$ cat config.mk
export PLATFORM = sky130hd
export DESIGN_NAME = joybus_controller_poll_master
export DESIGN_NICKNAME = d
export VERILOG_FILES = /design/src/hw/rtl/jbpoll_pkg.sv /design/src/hw/rtl/jbpoll_core.sv /design/src/hw/rtl/joybus_controller_poll_master.sv
export SDC_FILE = /design/constraint.sdc
export NUM_CORES = 1
export LEC_CHECK = 0
export BUFFER_PORTS_ARGS = -buffer_cell sky130_fd_sc_hd__buf_2
export CAP_MARGIN = 20
export CELL_PAD_IN_SITES_DETAIL_PLACEMENT = 0
export CELL_PAD_IN_SITES_GLOBAL_PLACEMENT = 1
export CORE_MARGIN = 5
export CORE_UTILIZATION = 40
export CTS_CLUSTER_DIAMETER = 30
export CTS_CLUSTER_SIZE = 10
export DETAILED_ROUTE_END_ITERATION = 8
export PLACE_DENSITY_LB_ADDON = 0.1
export SKIP_LAST_GASP = 1
export SLEW_MARGIN = 5
export SYNTH_ARGS = -nofsm -noshare
export SYNTH_HDL_FRONTEND = slang
export SYNTH_SLANG_ARGS = --single-unit
$ cat constraint.sdc
create_clock -name i_clk -period 3.6 [get_ports i_clk]
set_input_delay 0.72 -clock i_clk [delete_from_list [all_inputs] [get_ports i_clk]]
set_output_delay 0.72 -clock i_clk [all_outputs]
set_load 0.02 [all_outputs]
$ cat src/hw/rtl/jbpoll_pkg.sv
// Shared types and constants of the controller poll master.
package jbpoll_pkg;

    localparam int CMD_BITS   = 8;
    localparam int REPLY_BITS = 32;
    localparam int TICK_W     = 10;

    // Configuration register indexes.
    localparam logic [2:0] CFG_COMMAND_BYTE   = 3'd0;
    localparam logic [2:0] CFG_ONE_LOW        = 3'd1;
    localparam logic [2:0] CFG_ZERO_LOW       = 3'd2;
    localparam logic [2:0] CFG_BIT_PERIOD     = 3'd3;
    localparam logic [2:0] CFG_STOP_LOW       = 3'd4;
    localparam logic [2:0] CFG_SAMPLE_DELAY   = 3'd5;
    localparam logic [2:0] CFG_TIMEOUT        = 3'd6;

    typedef struct packed {
        logic [7:0]        command_byte;
        logic [7:0]        one_low_ticks;
        logic [7:0]        zero_low_ticks;
        logic [7:0]        bit_period_ticks;
        logic [7:0]        stop_low_ticks;
        logic [7:0]        sample_delay_ticks;
        logic [TICK_W-1:0] timeout_ticks;
    } t_cfg;

    typedef struct packed {
        logic [7:0] stick_y;
        logic [7:0] stick_x;
        logic [7:0] buttons_second;
        logic [7:0] buttons_first;
        logic       timed_out;
        logic       done_res;
        logic       busy_res;
        logic       drive_low;
    } t_result;

endpackage

$ cat src/hw/rtl/jbpoll_core.sv
// Poll sequencer: line timing state and the result of each accepted word.
module jbpoll_core
    import jbpoll_pkg::*;
(
    input  logic    i_clk,
    input  logic    i_rst_n,
    input  logic    i_accept,
    input  logic    i_req_type,
    input  logic    i_line_level,
    input  t_cfg    i_cfg,
    output t_result o_result
);

    localparam logic [2:0] PH_IDLE        = 3'd0;
    localparam logic [2:0] PH_TX_LOW      = 3'd1;
    localparam logic [2:0] PH_TX_HIGH     = 3'd2;
    localparam logic [2:0] PH_STOP_LOW    = 3'd3;
    localparam logic [2:0] PH_WAIT_HIGH   = 3'd4;
    localparam logic [2:0] PH_WAIT_FALL   = 3'd5;
    localparam logic [2:0] PH_SAMPLE      = 3'd6;
    localparam logic [2:0] PH_WAIT_REHIGH = 3'd7;

    logic [2:0]            r_phase,     n_phase;
    logic [TICK_W-1:0]     r_tick,      n_tick;
    logic [CMD_BITS-1:0]   r_tx_shift,  n_tx_shift;
    logic [3:0]            r_tx_left,   n_tx_left;
    logic [REPLY_BITS-1:0] r_rx_bits,   n_rx_bits;
    logic [5:0]            r_rx_count,  n_rx_count;

    logic [TICK_W-1:0] tick_inc;
    logic [7:0]        low_len;
    logic [3:0]        left_dec;
    logic [5:0]        count_inc;
    logic [4:0]        bit_idx;
    logic              done;
    logic              tout;

    assign tick_inc  = r_tick + TICK_W'(1);
    assign low_len   = r_tx_shift[CMD_BITS-1] ? i_cfg.one_low_ticks : i_cfg.zero_low_ticks;
    assign left_dec  = r_tx_left - 4'd1;
    assign count_inc = r_rx_count + 6'd1;
    // The first reply bit lands in the top bit of the store.
    assign bit_idx   = 5'(REPLY_BITS - 1) - r_rx_count[4:0];

    always_comb begin
        n_phase    = r_phase;
        n_tick     = r_tick;
        n_tx_shift = r_tx_shift;
        n_tx_left  = r_tx_left;
        n_rx_bits  = r_rx_bits;
        n_rx_count = r_rx_count;
        done       = 1'b0;
        tout       = 1'b0;

        if (i_req_type) begin
            // A start request during a running poll is ignored.
            if (r_phase == PH_IDLE) begin
                n_tx_shift = i_cfg.command_byte;
                n_tx_left  = 4'(CMD_BITS);
                n_tick     = '0;
                n_rx_bits  = '0;
                n_rx_count = '0;
                n_phase    = PH_TX_LOW;
            end
        end else begin
            case (r_phase)
                PH_TX_LOW: begin
                    n_tick = tick_inc;
                    if (tick_inc >= TICK_W'(low_len)) begin
                        n_phase = PH_TX_HIGH;
                    end
                end
                PH_TX_HIGH: begin
                    n_tick = tick_inc;
                    if (tick_inc >= TICK_W'(i_cfg.bit_period_ticks)) begin
                        n_tick     = '0;
                        n_tx_shift = {r_tx_shift[CMD_BITS-2:0], 1'b0};
                        n_tx_left  = left_dec;
                        n_phase    = (left_dec == 4'd0) ? PH_STOP_LOW : PH_TX_LOW;
                    end
                end
                PH_STOP_LOW: begin
                    n_tick = tick_inc;
                    if (tick_inc >= TICK_W'(i_cfg.stop_low_ticks)) begin
                        n_tick  = '0;
                        n_phase = PH_WAIT_HIGH;
                    end
                end
                PH_WAIT_HIGH, PH_WAIT_REHIGH: begin
                    if (i_line_level) begin
                        n_tick  = '0;
                        n_phase = PH_WAIT_FALL;
                    end else begin
                        n_tick = tick_inc;
                        if (tick_inc >= i_cfg.timeout_ticks) begin
                            done = 1'b1;
                            tout = 1'b1;
                        end
                    end
                end
                PH_WAIT_FALL: begin
                    if (!i_line_level) begin
                        n_tick  = '0;
                        n_phase = PH_SAMPLE;
                    end else begin
                        n_tick = tick_inc;
                        if (tick_inc >= i_cfg.timeout_ticks) begin
                            done = 1'b1;
                            tout = 1'b1;
                        end
                    end
                end
                PH_SAMPLE: begin
                    n_tick = tick_inc;
                    if (tick_inc >= TICK_W'(i_cfg.sample_delay_ticks)) begin
                        if (r_rx_count < 6'(REPLY_BITS) && i_line_level) begin
                            n_rx_bits[bit_idx] = 1'b1;
                        end
                        n_rx_count = count_inc;
                        n_tick     = '0;
                        if (count_inc >= 6'(REPLY_BITS)) begin
                            done = 1'b1;
                        end else begin
                            n_phase = PH_WAIT_REHIGH;
                        end
                    end
                end
                default: begin
                end
            endcase
            if (done) begin
                n_phase = PH_IDLE;
                n_tick  = '0;
            end
        end
    end

    always_ff @(posedge i_clk) begin
        if (!i_rst_n) begin
            r_phase    <= PH_IDLE;
            r_tick     <= '0;
            r_tx_shift <= '0;
            r_tx_left  <= '0;
            r_rx_bits  <= '0;
            r_rx_count <= '0;
        end else if (i_accept) begin
            r_phase    <= n_phase;
            r_tick     <= n_tick;
            r_tx_shift <= n_tx_shift;
            r_tx_left  <= n_tx_left;
            r_rx_bits  <= n_rx_bits;
            r_rx_count <= n_rx_count;
        end
    end

    // The result shows the state as it stands after this word.
    always_comb begin
        o_result.drive_low      = (n_phase == PH_TX_LOW) || (n_phase == PH_STOP_LOW);
        o_result.busy_res       = (n_phase != PH_IDLE);
        o_result.done_res       = done;
        o_result.timed_out      = tout;
        o_result.buttons_first  = n_rx_bits[31:24];
        o_result.buttons_second = n_rx_bits[23:16];
        o_result.stick_x        = n_rx_bits[15:8];
        o_result.stick_y        = n_rx_bits[7:0];
    end

endmodule

$ cat src/hw/rtl/joybus_controller_poll_master.sv
// Top level of the single-wire controller poll master.
//
//  channel  dir  handshake                      payload
//  s_axis   in   s_axis_tvalid / s_axis_tready  tuser: req_type; tdata: line_level
//  m_axis   out  m_axis_tvalid / m_axis_tready  tdata: flags and the four reply bytes
//  cfg      in   i_cfg_we                       i_cfg_addr, i_cfg_wdata
//
// Each input word is one timing tick or a start request;
// the sequencer state moves on the accepting edge and its result is held in one
// output register. A new word is accepted whenever that register is empty or being
// drained, so ticks stream at one per cycle. A stall on m_axis holds the result and
// backs up s_axis. Synchronous reset returns the sequencer to idle and the
// configuration registers to their defaults and empties the output register.
module joybus_controller_poll_master
    import jbpoll_pkg::*;
(
    input  logic        i_clk,
    input  logic        i_rst_n,
    input  logic        s_axis_tvalid,
    output logic        s_axis_tready,
    input  logic [7:0]  s_axis_tdata,   // [0] line_level, [7:1] zero
    input  logic        s_axis_tuser,   // [0] req_type
    output logic        m_axis_tvalid,
    input  logic        m_axis_tready,
    output logic [39:0] m_axis_tdata,   // [0] drive_low, [1] busy_res, [2] done_res,
                                        // [3] timed_out, [11:4] buttons_first,
                                        // [19:12] buttons_second, [27:20] stick_x,
                                        // [35:28] stick_y, [39:36] zero
    input  logic        i_cfg_we,
    input  logic [2:0]  i_cfg_addr,
    input  logic [9:0]  i_cfg_wdata
);

    t_cfg    r_cfg;
    t_result core_result;
    t_result r_out_data;
    logic    r_out_valid;
    logic    accept;

    assign s_axis_tready = !r_out_valid || m_axis_tready;
    assign accept        = s_axis_tvalid && s_axis_tready;

    always_ff @(posedge i_clk) begin
        if (!i_rst_n) begin
            r_cfg.command_byte       <= 8'd1;
            r_cfg.one_low_ticks      <= 8'd5;
            r_cfg.zero_low_ticks     <= 8'd40;
            r_cfg.bit_period_ticks   <= 8'd48;
            r_cfg.stop_low_ticks     <= 8'd16;
            r_cfg.sample_delay_ticks <= 8'd32;
            r_cfg.timeout_ticks      <= 10'd252;
        end else if (i_cfg_we) begin
            case (i_cfg_addr)
                CFG_COMMAND_BYTE: r_cfg.command_byte       <= i_cfg_wdata[7:0];
                CFG_ONE_LOW:      r_cfg.one_low_ticks      <= i_cfg_wdata[7:0];
                CFG_ZERO_LOW:     r_cfg.zero_low_ticks     <= i_cfg_wdata[7:0];
                CFG_BIT_PERIOD:   r_cfg.bit_period_ticks   <= i_cfg_wdata[7:0];
                CFG_STOP_LOW:     r_cfg.stop_low_ticks     <= i_cfg_wdata[7:0];
                CFG_SAMPLE_DELAY: r_cfg.sample_delay_ticks <= i_cfg_wdata[7:0];
                CFG_TIMEOUT:      r_cfg.timeout_ticks      <= i_cfg_wdata;
                default: begin
                end
            endcase
        end
    end

    jbpoll_core u_core (
        .i_clk        (i_clk),
        .i_rst_n      (i_rst_n),
        .i_accept     (accept),
        .i_req_type   (s_axis_tuser),
        .i_line_level (s_axis_tdata[0]),
        .i_cfg        (r_cfg),
        .o_result     (core_result)
    );

    always_ff @(posedge i_clk) begin
        if (!i_rst_n) begin
            r_out_valid <= 1'b0;
        end else if (accept) begin
            r_out_valid <= 1'b1;
        end else if (m_axis_tready) begin
            r_out_valid <= 1'b0;
        end
    end

    always_ff @(posedge i_clk) begin
        if (accept) begin
            r_out_data <= core_result;
        end
    end

    assign m_axis_tvalid = r_out_valid;
    assign m_axis_tdata  = {4'b0000, r_out_data};

endmodule

### Word-level counts from Yosys, hierarchy flattened

Cells that the tools add are included.

* add/sub/neg operators: 4
* $lt $le $gt $ge: 9
* equal/unequal tests: 16
* mux-type cells: 51
* bitwise gates (word level): 1
* reduce and logical (&&, ||, !) cells: 27

Operators by type and width (count)
* two-way mux 32 bit: 5
* two-way mux 10 bit: 8
* one-hot mux 10 bit (6 select lines): 1
* greater-or-equal comparator 10 x 8 -> 1 bit: 4
* two-way mux 8 bit: 5
* bitwise OR 32 bit: 1
* two-way mux 3 bit: 10
* two-way mux 6 bit: 4
* == test 3 bit (second input constant): 7
* one-hot mux 3 bit (6 select lines): 1
* two-way mux 4 bit: 4
* == test 3 x 2 -> 1 bit (second input constant): 5
* AND reduction 2 bit: 7
* adder 10 x 1 -> 10 bit (second input constant): 1
* greater-or-equal comparator 10 bit: 1
* nonzero test 2 bit: 5
* == test 3 x 1 -> 1 bit (second input constant): 3
* two-way mux 1 bit: 9
* AND reduction 4 bit: 2
* nonzero test 8 bit: 1
* adder 6 x 1 -> 6 bit (second input constant): 1
* greater-or-equal comparator 6 bit (second input constant): 1
* logical NOT 3 bit: 2
* < comparator 5 x 6 -> 1 bit (second input constant): 1
* other kinds (16): 19

* flip-flop bits (word level): 158
* bits of input ports: 27
* output and inout bits: 42
* word-level logic and storage cells: 130

### Depth between registers and ports, before layout

Gate-level depths: netlist of run 1.

* word-level depth: 10
* depth in mapped cells: 15
* mapped depth without buffers: 14

### Modules after synthesis

Synthesis of run 1 repeated with hierarchy kept, for this count alone.

* cells, all modules: 875
* area, all modules: 8196.6 sq um

By module, submodules not included
* jbpoll_core: times used 1, cells an instance 609, area each 4763.3 sq um, sequential area each 1261.2 sq um
* joybus_controller_poll_master: times used 1, cells an instance 266, area each 3433.3 sq um, sequential area each 2262.2 sq um

### Least setup slack after synthesis of run 1

OpenSTA, ideal clock, no wires.

* path type: reg-to-reg
* from: reg u_core.r_tick[0]
* to: reg r_out_data (netlist bit m_axis_tdata[10]) (data pin)
* data arrival time: 2982 ps
* data required time: 3333 ps
* path slack: 351 ps
* cell stages (with the launch flop): 14
* path buffers: 1
* cells stage by stage: dfxtp_1 > ha_1 > nand3_1 > xnor2_1 > ha_1 > a21o_1 > a211oi_1 > o21ai_0 > a211o_4 > nand2_1 > nor3b_1 > nand2_1 > clkbuf_1 > o21ai_0

RTL lines
* start: declaration: RTL line jbpoll_core.sv:24 `logic [TICK_W-1:0] r_tick, n_tick;`
* start signal: assignment: RTL line jbpoll_core.sv:148 `r_tick <= n_tick;`
* end signal: assignment: RTL line joybus_controller_poll_master.sv:89 `r_out_data <= core_result;`
* end: declaration: RTL line joybus_controller_poll_master.sv:36 `t_result r_out_data;`

==> impl_metrics.json, run 1 <==
{
  "status": "finished, final reports clean",
  "cp.arrival_ps": 3560,
  "grt_max_degree": 91,
  "power.density_nw_per_um2": 431,
  "clock_sinks": 158,
  "met3_usage_pct": 4.18,
  "worstPathRequired_ps": 3750,
  "skew_ps": 9.32,
  "drive_gt1_share_pct": 13.8,
  "yosysTopAreaCell": "dfxtp_1",
  "slew_viol_final": 0,
  "io_buffer_count": 57,
  "reg2regPathDepth": 15,
  "holdCritStartpoint": "u_core.r_rx_bits[14]",
  "grtUsageTotal_pct": 18.0,
  "drt_drc_violations_left": 0,
  "clk_path_buf_depth": 2,
  "grt-busiest-layer": "met2",
  "gp_congestion": 0.839,
  "crit_family": "compound AO/OA/AOI/OAI gates",
  "design_area_um2": 9160,
  "r2r-end": "m_axis_tdata[34]",
  "mostFrequentLayoutCell": "nand2_1",
  "grt_pass1_vias": 6234,
  "use_met2_pct": 28.2,
  "syn_area_per_cell_um2": 8.70,
  "timing.fmax_ghz": 0.294,
  "cts_root_buf": "clkbuf_16",
  "setup_violations": 0,
  "cts_tree": "done",
  "seqCellArea_um2": 3520,
  "cts.clk_slew.worst_paths_ps": 70,
  "rsz0062_at_grt": "false",
  "ys_top_cells_by_area": "dfxtp_1 31%, edfxtp_1 14%, nand2_1 11%, ha_1 7.8%, o21ai_0 5.2%",
  "maxCapViolCount": 0,
  "final_cell_mix": "224 x nand2_1, 122 x dfxtp_1, 81 x o21ai_0, 57 x buf_2, 52 x a21boi_0",
  "cts_hold_buf": 0,
  "critPathMostFrequentCell": "buf_4",
  "initial_core_util_pct": 40.6,
  "wl_um": 19700,
  "yosys_register_bits": 158,
  "synth_top_area_share_pct": 31.0,
  "crit_slowest_cell": "a211o_4",
  "rows": 51,
  "numCtsBuffers": 17,
  "grt_pass1_wl_um": 31900,
  "slew_headroom_pct": 29.8,
  "post_drt_wl_per_cell_um": 15.8,
  "fin_crit_sh_pct": 94.5,
  "cp.buffers_inverters": 4,
  "drtAntennaViolNets": 0,
  "synth_top_flop_cell": "dfxtp_1",
  "synth_edf_count": 36,
  "timing.rr.start": "u_core.r_tick[0]",
  "r2r_slack_ps": 200,
  "vdd_drop_max_mv": 0.355,
  "dp_hpwl_um": 14000,
  "viasPerCell": 5.21,
  "top_level_ports": 69,
  "path_cells": "buf_4, nand3_1, or2_2, xnor2_1, buf_4, ha_1, a211oi_1, o21ai_1, a211o_4, nand2_1, nor3b_1, buf_4, nand2_1, buf_4, o21ai_0",
  "synth_area_um2": 7880,
  "cpPeakStageDelay_ps": 400,
  "die-area_um2": 22600,
  "syn_inst": 905,
  "tns_ps": 0,
  "n_fill_cell": 1950,
  "n_antenna_cell": 0,
  "async_flop_share_pct": 0,
  "h-tree-depth": 4,
  "use_met1_pct": 24.5,
  "die_x_um": 150,
  "core_area_um2": 19400,
  "dieHeight_um": 150,
  "min_path_cells": 2,
  "crit_path_start": "u_core.r_tick[0]",
  "p_leak_nw": 3.66,
  "path_class": "register to register",
  "critPathMaxFanout": 12,
  "cp-end-kind": "register",
  "dpl-instance-area_um2": 8540,
  "grt-ovfl-total": 0,
  "ys_warn_count": 0,
  "antenna_found_initial": 0,
  "vias": 6487,
  "worstSetupStartpointType": "register",
  "hold_viol": 0,
  "area_growth_pct": 16.3,
  "yosysSeqAreaShare_pct": 44.7,
  "synth.distinct_cells": 63,
  "clk_latency_ps": 430,
  "fin_crit_ps": 3400,
  "multi_input_area_um2": 4020,
  "drt_iter0_markers": 335,
  "holdPathEnd": "u_core.r_rx_bits[14]",
  "final_nets": 1043,
  "worstMarginPinSlew_ps": 1040,
  "hold_class": "register to register",
  "firstDrtPassIters": 5
}
layout make-up:
| class | instances | share of cell area (%) |
|---|---|---|
| multi-input combinational | 657 | 43.9 |
| sequential | 158 | 38.5 |
| timing repair buffer | 89 | 5.82 |
| clock buffer | 18 | 4.80 |
| tap | 265 | 3.62 |
| inverter | 44 | 1.80 |
| clock inverter | 14 | 1.56 |
Yosys cell counts, types with 8 or more instances:
library cell / count
dfxtp_1: 122
nand3_1: 28
mux2i_1: 17
nor3_1: 8
nor2b_1: 11
o211a_1: 10
ha_1: 49
a21oi_1: 12
nor2_1: 23
a21boi_0: 52
inv_1: 44
o211ai_1: 13
clkbuf_1: 39
nand2_1: 224
edfxtp_1: 36
nand2b_1: 18
o21ai_0: 82
xnor2_1: 10
sequential cells by signal, summed over array words and instances, names as in the netlist:
signal             flops
u_core.r_rx_bits      32
u_core.r_rx_count      6
m_axis_tvalid          1
u_core.r_tx_left       4
r_cfg                 58
m_axis_tdata          36
u_core.r_tick         10
u_core.r_tx_shift      8
u_core.r_phase         3
cells by family after synthesis:
logic type | share of synthesized area [%]
mux | 2.30
flops | 44.7
buf+inv | 4.76
xor+xnor | 1.67
other cells | 0.0476
fa+ha+maj | 7.78
simple gates | 20.2
compound gates | 18.5
power by group:
part	switching, mW	internal, mW	leakage (nW)
Combinational	0.201	0.103	2.03
Clock	0.822	0.939	0.280
Sequential	0.0222	1.86	1.35
Total	1.05	2.90	3.66
stage by stage:
stage	power (mW)	setup slack [ps]	util [%]	cells	hold slack (ps)
floorplan	2.12	351	-	908	425
global placement	2.22	118	44.0	1213	435
detailed placement	2.22	110	44.0	1213	442
CTS	3.99	69.4	47.0	1245	460
global route	4.11	5.54	47.2	1245	481
finish	3.94	198	47.2	1245	455
worst min-delay path, stage by stage (launching register included):
cell and delay (ps):
dfxtp_1 330, nand2_1 40, o21ai_0 50
what timing repair did:
item / 4_1_cts / 5_1_grt
setup endpoints to repair: 0 / 36
setup buffers: 0 / 0
hold endpoints to repair: 0 / 0
resized for setup: 0 / 10
how the worst max path moves through the flow:
stage | slack (ps) | depth (start not counted) | endpoint
CTS | 70 | 13 | u_core.r_tick[9]
global placement | 120 | 15 | m_axis_tdata[34]
floorplan | 350 | 13 | m_axis_tdata[10]
global route | 6 | 14 | u_core.r_tick[3]
detailed placement | 110 | 13 | u_core.r_tick[9]
finish | 200 | 15 | m_axis_tdata[34]
metal layers:
layer	vias up	share of wire (%)	wire length (um)
li1	3242	-	-
met1	3078	48	9530
met2	142	45	8870
met3	25	4.7	933
met4	0	1.7	343
met5	-	0	0
Note: power is estimated with default switching activity, not from simulation.
==> run 2: changes to the inputs <==
--- a/config.mk
+++ b/config.mk
@@ -9,6 +9,7 @@
 export CAP_MARGIN = 20
 export CELL_PAD_IN_SITES_DETAIL_PLACEMENT = 0
 export CELL_PAD_IN_SITES_GLOBAL_PLACEMENT = 1
+export CORE_ASPECT_RATIO = 0.5
 export CORE_MARGIN = 5
 export CORE_UTILIZATION = 40
 export CTS_CLUSTER_DIAMETER = 30
==> impl_metrics.json, run 2 (same netlist as run 1, synthesis figures left out) <==
{
  "path_class": "register to register",
  "dp_slack_ps": 152,
  "reg2regPathDepth": 14,
  "dp_hpwl_um": 13100,
  "wl_um": 19400,
  "top_level_ports": 69,
  "timing.fmax_ghz": 0.294,
  "crit_family": "simple AND/OR/NAND/NOR gates",
  "cp.buffers_inverters": 2,
  "drt_drc_violations_left": 0,
  "crit_slowest_cell": "dfxtp_1",
  "holdWs_ps": 455,
  "cts_resized": 0,
  "min_path_cells": 2,
  "slew_viol_final": 0,
  "grt-ovfl-total": 0,
  "post_drt_wl_per_cell_um": 15.5,
  "rsz0062_at_grt": "true",
  "dieHeight_um": 109,
  "cpPeakStageDelay_ps": 460,
  "numCtsBuffers": 17,
  "cts_hold_buf": 0,
  "dp.cells": 1214,
  "grt_pass1_vias": 6008,
  "r2r-end": "u_core.r_tick[9]",
  "die-area_um2": 22800,
  "antenna_found_initial": 0,
  "grt_max_degree": 91,
  "drtAntennaViolNets": 0,
  "h-tree-depth": 4,
  "area_growth_pct": 16.2,
  "gp_congestion": 0.834,
  "vdd_drop_max_mv": 0.363,
  "power.density_nw_per_um2": 434,
  "clock_sinks": 158,
  "worstSetupStartpointType": "register",
  "grt_pass1_wl_um": 31800,
  "setup_ws_ps": 199,
  "initial_core_util_pct": 40.6,
  "cp-end-kind": "register",
  "io_buffer_count": 57,
  "fin_crit_sh_pct": 94.5,
  "maxCapViolCount": 0,
  "viasPerCell": 5.04,
  "skew_ps": 9.84,
  "top_register": "r_cfg",
  "final_cell_mix": "224 x nand2_1, 122 x dfxtp_1, 81 x o21ai_0, 57 x buf_2, 52 x a21boi_0",
  "cts_root_buf": "clkbuf_16",
  "cts_tree": "done",
  "core_area_um2": 19400,
  "post_cts_buffers": 0,
  "holdCritStartpoint": "u_core.r_rx_bits[5]",
  "holdPathEnd": "u_core.r_rx_bits[5]",
  "final_nets": 1043,
  "largest_register_ffs": 58,
  "postLayoutCoreUtil_pct": 47.2,
  "drt_iter0_markers": 261,
  "p_leak_nw": 3.65,
  "cp.arrival_ps": 3760,
  "status": "finished, final reports clean",
  "grtUsageTotal_pct": 17.6,
  "slew_headroom_pct": 29.2,
  "worstMarginPinSlew_ps": 1050,
  "drive_gt1_share_pct": 13.7,
  "fin_crit_ps": 3400,
  "vias": 6280,
  "final_cells": 1246,
  "mostFrequentLayoutCell": "nand2_1",
  "rows": 36,
  "n_antenna_cell": 0,
  "firstDrtPassIters": 6,
  "worstPathRequired_ps": 3960,
  "cts.clk_slew.worst_paths_ps": 70,
  "die_x_um": 208,
  "path_cells": "nand3_1, or2_2, xnor2_2, buf_4, ha_1, a211oi_1, a21oi_1, a21oi_1, buf_4, nor4b_1, o211a_1, o21ai_2, or3b_1, a21boi_1",
  "r2r_slack_ps": 200,
  "setup_violations": 0,
  "timing.rr.start": "u_core.r_tick[4]",
  "critPathMaxFanout": 7,
  "hold_viol": 0,
  "clk_path_buf_depth": 2,
  "clk_latency_ps": 430,
  "hold_class": "register to register"
}
-- run 2: cell count changes in the layout (fill, tap and decap cells not counted), sizes merged --
cell and delta:
clkinvlp +2, inv -7, clkinv +3, bufinv +2
-- run 2: metrics by stage --
| stage | power, mW | instance area [um^2] | TNS (ps) |
|---|---|---|---|
| floorplan | 2.12 | 7890 | 0 |
| global placement | 2.22 | 8540 | 0 |
| detailed placement | 2.23 | 8540 | 0 |
| CTS | 4.03 | 9120 | 0 |
| global route | 4.13 | 9150 | -0.752 |
| finish | 3.97 | 9150 | 0 |
-- run 2: final cells by class --
| cell class | instances | area (um^2) |
|---|---|---|
| fill | 1928 | 10300 |
| multi-input combinational | 657 | 4020 |
| sequential | 158 | 3520 |
| timing repair buffer | 89 | 526 |
| clock buffer | 18 | 439 |
| tap | 266 | 333 |
| inverter | 44 | 165 |
| clock inverter | 14 | 144 |
-- run 2: tightest hold or removal path, stage by stage, from the launching register on --
cell and delay, ps:
dfxtp_1 330, nand2_1 40, o21ai_0 50
-- run 2: report_power, final --
group          switching [mW]  total, mW  internal [mW]
Sequential             0.0216       1.88           1.86
Combinational           0.200      0.303          0.103
Clock                   0.755       1.79           1.04
Total                   0.977       3.97           3.00
-- run 2: worst max path at each step --
stage | slack [ps] | cells after the start | from | to
2_1_floorplan | 350 | 13 | u_core.r_tick[0] | m_axis_tdata[10]
3_3_place_gp | 160 | 12 | u_core.r_tick[4] | m_axis_tdata[1]
3_5_place_dp | 150 | 14 | u_core.r_tick[4] | u_core.r_tick[9]
4_1_cts | 130 | 14 | u_core.r_tick[4] | u_core.r_phase[1]
5_1_grt | -0.8 | 14 | u_core.r_tick[4] | u_core.r_phase[1]
6_report | 200 | 14 | u_core.r_tick[4] | u_core.r_tick[9]
-- run 2: metal layers --
layer | global-route usage [%] | up-vias | wire (um)
met2 | 28.3 | 93 | 8430
met4 | 4.31 | 0 | 159
li1 | - | 3241 | -
met5 | 0 | - | 0
met1 | 24.0 | 2937 | 10000
met3 | 4.48 | 9 | 758
